===== src/rtl/core/sorted_set_union_assert.svh =====
// Assertion macros for the RTL of the sorted set union block.
`ifndef SORTED_SET_UNION_ASSERT_SVH
`define SORTED_SET_UNION_ASSERT_SVH

// Same-cycle implication, sampled on clk and disabled during reset.
`define SSU_ASSERT_NOW(lbl, ante, cons, msg) \
	lbl: assert property (@(posedge clk) disable iff (!arst_n) (ante) |-> (cons)) \
		else $error(msg);

// Next-cycle implication, sampled on clk and disabled during reset.
`define SSU_ASSERT_NEXT(lbl, ante, cons, msg) \
	lbl: assert property (@(posedge clk) disable iff (!arst_n) (ante) |=> (cons)) \
		else $error(msg);

`endif


===== src/rtl/core/ssu_pkg.sv =====
`default_nettype none

package ssu_pkg;

	localparam int unsigned CAPACITY = 32;
	localparam int unsigned DATA_W   = 32;

	typedef logic signed [DATA_W-1:0] ssu_data_t;

	typedef struct packed {
		logic      insert;
		logic      shift_out;
		ssu_data_t value;
	} ssu_cmd_t;

endpackage

`default_nettype wire


===== src/rtl/core/ssu_cell.sv =====
`default_nettype none

module ssu_cell import ssu_pkg::*; (
	input  wire logic      clk,
	input  wire logic      arst_n,
	input  wire ssu_cmd_t  cmd,
	input  wire logic      left_lt,
	input  wire ssu_data_t left_value,
	input  wire logic      left_valid,
	input  wire ssu_data_t right_value,
	input  wire logic      right_valid,
	output ssu_data_t      value,
	output logic           valid,
	output logic           lt,
	output logic           eq
);

	ssu_data_t value_q;
	logic      valid_q;

	assign lt    = valid_q && (value_q < cmd.value);
	assign eq    = valid_q && (value_q == cmd.value);
	assign value = value_q;
	assign valid = valid_q;

	// A cell whose value is below the new one keeps it. The first cell at or
	// above takes the new value, and every cell after it takes its left neighbor.
	always_ff @(posedge clk or negedge arst_n) begin
		if (!arst_n) begin
			valid_q <= 1'b0;
		end else if (cmd.shift_out) begin
			valid_q <= right_valid;
		end else if (cmd.insert && !lt) begin
			valid_q <= left_lt ? 1'b1 : left_valid;
		end
	end

	always_ff @(posedge clk) begin
		if (cmd.shift_out) begin
			value_q <= right_value;
		end else if (cmd.insert && !lt) begin
			value_q <= left_lt ? cmd.value : left_value;
		end
	end

endmodule

`default_nettype wire


===== src/rtl/core/sorted_set_union.sv =====
// Channel  Direction  Handshake           Payload
// in       input      in_valid/in_ready   value, from_second, last_item
// out      output     out_valid/out_ready result_value, last_result, overflow
//
// Each distinct element is inserted in order; in_ready is high while collecting.
// An element marked last_item starts the drain, which emits one result per
// transfer from the head of the cell row, N transfers for N distinct values.
// Input is stalled for the whole drain; the row and the overflow flag are empty
// after the last result. Reset clears all cells and the overflow flag.
`default_nettype none

`include "sorted_set_union_assert.svh"

module sorted_set_union import ssu_pkg::*; (
	input  wire logic      clk,
	input  wire logic      arst_n,
	input  wire logic      in_valid,
	output logic           in_ready,
	input  wire ssu_data_t value,
	input  wire logic      from_second,
	input  wire logic      last_item,
	output logic           out_valid,
	input  wire logic      out_ready,
	output ssu_data_t      result_value,
	output logic           last_result,
	output logic           overflow
);

	ssu_cmd_t              cmd;
	ssu_data_t             cell_value [CAPACITY];
	logic [CAPACITY-1:0]   cell_valid;
	logic [CAPACITY-1:0]   cell_lt;
	logic [CAPACITY-1:0]   cell_eq;
	logic                  draining_q;
	logic                  overflow_q;
	logic                  in_xfer;
	logic                  out_xfer;
	logic                  dup;
	logic                  full;

	assign in_ready  = !draining_q;
	assign out_valid = draining_q;
	assign in_xfer   = in_valid && in_ready;
	assign out_xfer  = out_valid && out_ready;
	assign dup       = |cell_eq;
	assign full      = cell_valid[CAPACITY-1];

	// List membership does not change the union.
	assign cmd.insert    = in_xfer && !dup && !full;
	assign cmd.shift_out = out_xfer;
	assign cmd.value     = value;

	for (genvar i = 0; i < CAPACITY; i++) begin : g_cell
		logic      left_lt;
		ssu_data_t left_value;
		logic      left_valid;
		ssu_data_t right_value;
		logic      right_valid;

		if (i == 0) begin : g_first
			assign left_lt    = 1'b1;
			assign left_value = '0;
			assign left_valid = 1'b0;
		end else begin : g_mid
			assign left_lt    = cell_lt[i-1];
			assign left_value = cell_value[i-1];
			assign left_valid = cell_valid[i-1];
		end

		if (i == CAPACITY - 1) begin : g_last
			assign right_value = '0;
			assign right_valid = 1'b0;
		end else begin : g_inner
			assign right_value = cell_value[i+1];
			assign right_valid = cell_valid[i+1];
		end

		ssu_cell u_cell (
			.clk         (clk),
			.arst_n      (arst_n),
			.cmd         (cmd),
			.left_lt     (left_lt),
			.left_value  (left_value),
			.left_valid  (left_valid),
			.right_value (right_value),
			.right_valid (right_valid),
			.value       (cell_value[i]),
			.valid       (cell_valid[i]),
			.lt          (cell_lt[i]),
			.eq          (cell_eq[i])
		);
	end

	assign result_value = cell_value[0];
	assign last_result  = !cell_valid[1];
	assign overflow     = overflow_q;

	always_ff @(posedge clk or negedge arst_n) begin
		if (!arst_n) begin
			draining_q <= 1'b0;
			overflow_q <= 1'b0;
		end else begin
			if (in_xfer && last_item) begin
				draining_q <= 1'b1;
			end else if (out_xfer && last_result) begin
				draining_q <= 1'b0;
			end
			if (out_xfer && last_result) begin
				overflow_q <= 1'b0;
			end else if (in_xfer && !dup && full) begin
				overflow_q <= 1'b1;
			end
		end
	end

	for (genvar j = 0; j < CAPACITY - 1; j++) begin : g_chk
		`SSU_ASSERT_NOW(a_valid_prefix, cell_valid[j+1], cell_valid[j], "valid cells not contiguous")
		`SSU_ASSERT_NOW(a_sorted, cell_valid[j+1], cell_value[j] < cell_value[j+1], "cells not ascending")
	end

	`SSU_ASSERT_NOW(a_head_valid, out_valid, cell_valid[0], "result offered from empty head cell")
	`SSU_ASSERT_NEXT(a_drain_start, in_xfer && last_item, out_valid && !in_ready, "drain did not start")
	`SSU_ASSERT_NEXT(a_drain_end, out_xfer && last_result, cell_valid == '0 && !overflow_q, "row not empty after drain")

endmodule

`default_nettype wire

===== config.mk =====
export PLATFORM = sky130hd
export DESIGN_NAME = sorted_set_union
export DESIGN_NICKNAME = d
export VERILOG_FILES = /design/src/rtl/core/ssu_pkg.sv /design/src/rtl/core/ssu_cell.sv /design/src/rtl/core/sorted_set_union.sv
export VERILOG_INCLUDE_DIRS = /design/src /design/src/rtl/core
export SDC_FILE = /design/constraint.sdc
export NUM_CORES = 2
export LEC_CHECK = 0
export BUFFER_PORTS_ARGS = -buffer_cell sky130_fd_sc_hd__buf_4
export CAP_MARGIN = 10
export CORE_ASPECT_RATIO = 0.8
export CORE_MARGIN = 1
export CORE_UTILIZATION = 65
export DETAILED_ROUTE_END_ITERATION = 8
export MAX_ROUTING_LAYER = met4
export PLACE_DENSITY = 0.82
export SKIP_CTS_REPAIR_TIMING = 1
export SLEW_MARGIN = 0
export SYNTH_ARGS = -nofsm -noshare
export SYNTH_HDL_FRONTEND = slang
export SYNTH_HIERARCHICAL = 1
export SYNTH_SLANG_ARGS = --single-unit
export TNS_END_PERCENT = 30

===== constraint.sdc =====
create_clock -name clk -period 14.6 [get_ports clk]
set_input_delay 0 -clock clk [delete_from_list [all_inputs] [get_ports clk]]
set_output_delay 0 -clock clk [all_outputs]
set_load 0.01 [all_outputs]

# Word level (Yosys, flattened, before mapping)
# Cells that the tools add are included.
[word_totals]
ff_bits = 1058
in_bits = 38
elab_cells = 496
[op_classes]
magnitude_cmp = 32
n_eq_ne = 32
n_mux = 192
reduce_logical = 174
[op_table]
columns = ["op", "count"]
rows = [
  ["2-to-1 mux 32 bit", 93],
  ["== test 32 bit", 32],
  ["< comparator 32 bit", 32],
  ["logical AND 1 bit", 103],
  ["2-to-1 mux 1 bit", 99],
  ["nonzero test 2 bit", 34],
  ["zero test 1 bit", 36],
  ["OR reduction 32 bit", 1],
]

# Logic depth before layout (Yosys ltp)
[depth]
ltp_word = 9
mapped_depth = 14

# By module
# Netlist, hierarchy kept.
[by_module_without_submodules]
columns = ["mod", "instances", "cells_each", "area_per_inst_um2", "seq_area_each_um2"]
rows = [
  ["ssu_cell", 32, 270, 2529.9, 985.9],
  ["sorted_set_union", 1, 26, 197.7, 50.0],
]

# Worst setup path after synthesis
# Ideal clock, no wire load.
[synth_timing]
path_kind = "reg2reg"
start = "register g_cell[0].u_cell.value_q[31]"
end = "register g_cell[0].u_cell.value_q[0] (enable)"
setup_ns = 0.480
arrival_ns = 10.288
required_time_ns = 14.120
slack_ns = 3.832
stages_incl_launch_ff = 10
path_buffers = 0
cell_sequence = "edfxtp_1 > ha_1 > nand4_2 > nor4_1 > and4_1 > nor4_1 > nand4_1 > nor4_1 > nor2_1 > a311oi_1"
[synth_rtl]
columns = ["element", "line_no", "source"]
rows = [
  ["start: declaration", "ssu_cell.sv:18", "ssu_data_t value_q;"],
  ["start signal: assignment", "ssu_cell.sv:40", "value_q <= right_value;"],
  ["start signal: assignment", "ssu_cell.sv:42", "value_q <= left_lt ? cmd.value : left_value;"],
]

==> metrics.txt <==
status=finished, violations left; failing checks=design-rule violations, negative hold slack; number of global-route vias before repair=~64k; drt first pass iters=9; RSZ-0062 raised after global routing=false; Via density=approximately 6.5; Final Setup Violations=0; Combinational Power Share=49.9%; DRC viols=20; end of the worst register-to-register path=g_cell[13].u_cell/value[0]; Worst slew margin=between 20% and 30%; aggregate global routing overflow=0; hold path depth=3; I/O Pins=between 70 and 80; PnR worst setup slack=between 8 and 9 ns; switching part of the total power=44.1%; setup TNS=0 ns; Placer Congestion=between 0.9 and 1; final hold slack=-0.00473 ns; number of antenna violations at the first check in global routing=3; kind of critical path=input port to register; worst clock skew=about 0.035 ns; first-pass GRT wire length=354 mm; Tcrit/Tclk final=roughly 40%; CTS tree=done; H-tree depth=3; Final Hold Viols=2; CTS max path bufs=3; Port Buffers=72; Routed WL per cell=between 20 and 25 um; Critical Path End Type=register; Clock Tree Root=clkbuf_16; Core Box Area=between 100000 and 150000 sq um; Net Switching=~9.6 mW; Starting DRT DRC Count=8626; Seq pwr share=between 30% and 40%; vias after detailed routing=67.6k; R2R Setup Slk=9.13 ns; Critical Path Source Type=input port; Area growth, synth to finish=9.00%; Post-DP HPWL=168 mm; PD cells=~250 nW/um^2; Post-Synthesis Cells=~8.7k; Clock transition at path regs=approximately 0.06 ns; crit path DAT=6.22 ns; Area after DPL=between 80000 and 90000 sq um; CTS Buf Count=113; Max Slew Vio Count=0; Ys Warns=6; DIE WIDTH=397 um; Clock Latency Late Sink=roughly 0.76 ns; Filler Cells Inserted=roughly 9k; Max-Cap Viols=0; Tot Pwr=21.7 mW; layout cells sized above 1=5.92%; hold path startpoint=value[0]; Hold EP=g_cell[31].u_cell/value[0]; Die Area=around 130000 sq um; hold crit path type=input port to register; nets=9771; die height=between 300 and 400 um; worst slew pin tran=approximately 1.1 ns; Cell Int Power=around 12 mW; GRT Util Overall=36.1%; Post-Syn Area per Cell=~9.4 sq um; dpl ws=between 8 and 9 ns; Sink Count=about 1.1k; VDD IR max=0.165 mV; post-route cell area=88400 sq um; FMAX=172 MHz; worst r2r src=g_cell[27].u_cell/value[31]; final WL=around 230 mm; Max FO, Critical Path=54; Reg2Reg Depth=11; Final min period=just under 6 ns; FP Rows=between 100 and 150; largest net degree at the start of global routing=about 240; P_leak=38.3 nW; ANT nets after route=0; Clock power frac=between 10% and 20%; Initial Utilization=between 60% and 70%; synthesized cell area=about 81000 sq um; CP required=15.00 ns
-- stage by stage --
| stage | util, % | cells | hold slack (ns) |
|---|---|---|---|
| 2_1_floorplan | - | 8727 | -0.296 |
| 3_3_place_gp | 68.4 | 10200 | 0.0985 |
| 3_5_place_dp | 68.4 | 10200 | 0.106 |
| 4_1_cts | 71.4 | 10400 | -0.708 |
| 5_1_grt | 71.7 | 10400 | 0.00251 |
| 6_report | 71.7 | 10400 | -0.00473 |
-- flip-flops by register name, summed over array words and instances, names as in the netlist --
name / flops
g_cell.u_cell/value: 1024
g_cell.u_cell/valid: 32
out_valid: 1
overflow: 1
-- cell type report --
cell class,instances,area [sq um],share of cell area [%]
timing repair buffer,219,1790,2.02
sequential,1058,31600,35.7
tap,1638,2050,2.32
antenna,4,10.0,0.0113
inverter,1060,3990,4.51
clock buffer,137,2990,3.38
multi-input combinational,6257,45300,51.2
clock inverter,75,697,0.788
-- critical path: stages --
cell and delay [ns]:
dlygate4sd3_1 0.53, buf_4 0.45, buf_4 0.54, inv_1 0.12, ha_1 0.34, nand4_1 0.13, nor4_1 0.09, and4_1 0.23
nor4_1 0.70, nand3_1 0.48, nor4_2 0.40, buf_4 0.56, nor2_1 0.15, a311oi_4 0.98, buf_4 0.43
-- routing by layer --
metal | wire [um] | GRT usage (%) | share of wire (%)
met4 | 8310 | 12.3 | 3.7
met3 | 23900 | 5.44 | 11
met1 | 97800 | 51.9 | 43
met2 | 96500 | 51.8 | 43
met5 | 0 | - | 0
-- placed cells by master, fill, tap and decap left out, types with 6 or more instances in the layout --
master / instances
a211o_1: 32
a211oi_1: 32
a211oi_2: 32
a21o_1: 32
a21oi_1: 481
a221o_1: 32
a22oi_1: 32
a311o_2: 32
a311oi_4: 32
and4_1: 64
buf_4: 184
bufinv_16: 11
clkbuf_1: 18
clkbuf_16: 114
clkinv_1: 26
clkinv_2: 24
clkinvlp_4: 6
conb_1: 67
dfrtp_1: 34
dlygate4sd3_1: 30
edfxtp_1: 1024
ha_1: 1024
inv_1: 1059
mux2i_1: 1024
mux2i_4: 31
nand2_1: 1377
nand2b_1: 31
nand3_1: 97
nand3b_1: 32
nand4_1: 161
nand4_2: 32
nor2_1: 193
nor3_1: 32
nor4_1: 102
o211ai_1: 32
o21ai_0: 1216
-- worst max path at each step --
| stage | startpoint | end | slack [ns] |
|---|---|---|---|
| after detailed placement | value[3] | g_cell[13].u_cell/value[6] | 8.88 |
| after CTS | g_cell[27].u_cell/value[31] | g_cell[13].u_cell/value[3] | 9.36 |
| after floorplan | g_cell[0].u_cell/value[31] | g_cell[31].u_cell/value[0] | 3.83 |
| after global placement | value[25] | g_cell[13].u_cell/value[7] | 9.07 |
| final | value[11] | g_cell[13].u_cell/value[0] | 8.78 |
| after global routing | value[24] | g_cell[13].u_cell/value[0] | 8.60 |
-- power by group through the flow --
| stage | logic [mW] | registers (mW) | clock network (mW) |
|---|---|---|---|
| final | 10.8 | 7.96 | 2.92 |
| after global routing | 11.9 | 8.12 | 3.05 |
| after detailed placement | 10.6 | 7.89 | 0 |
| after CTS | 10.6 | 7.86 | 2.94 |
| after floorplan | 7.94 | 7.15 | 0 |
| after global placement | 9.93 | 7.84 | 0 |
Note: power is estimated with default switching activity, not from simulation.
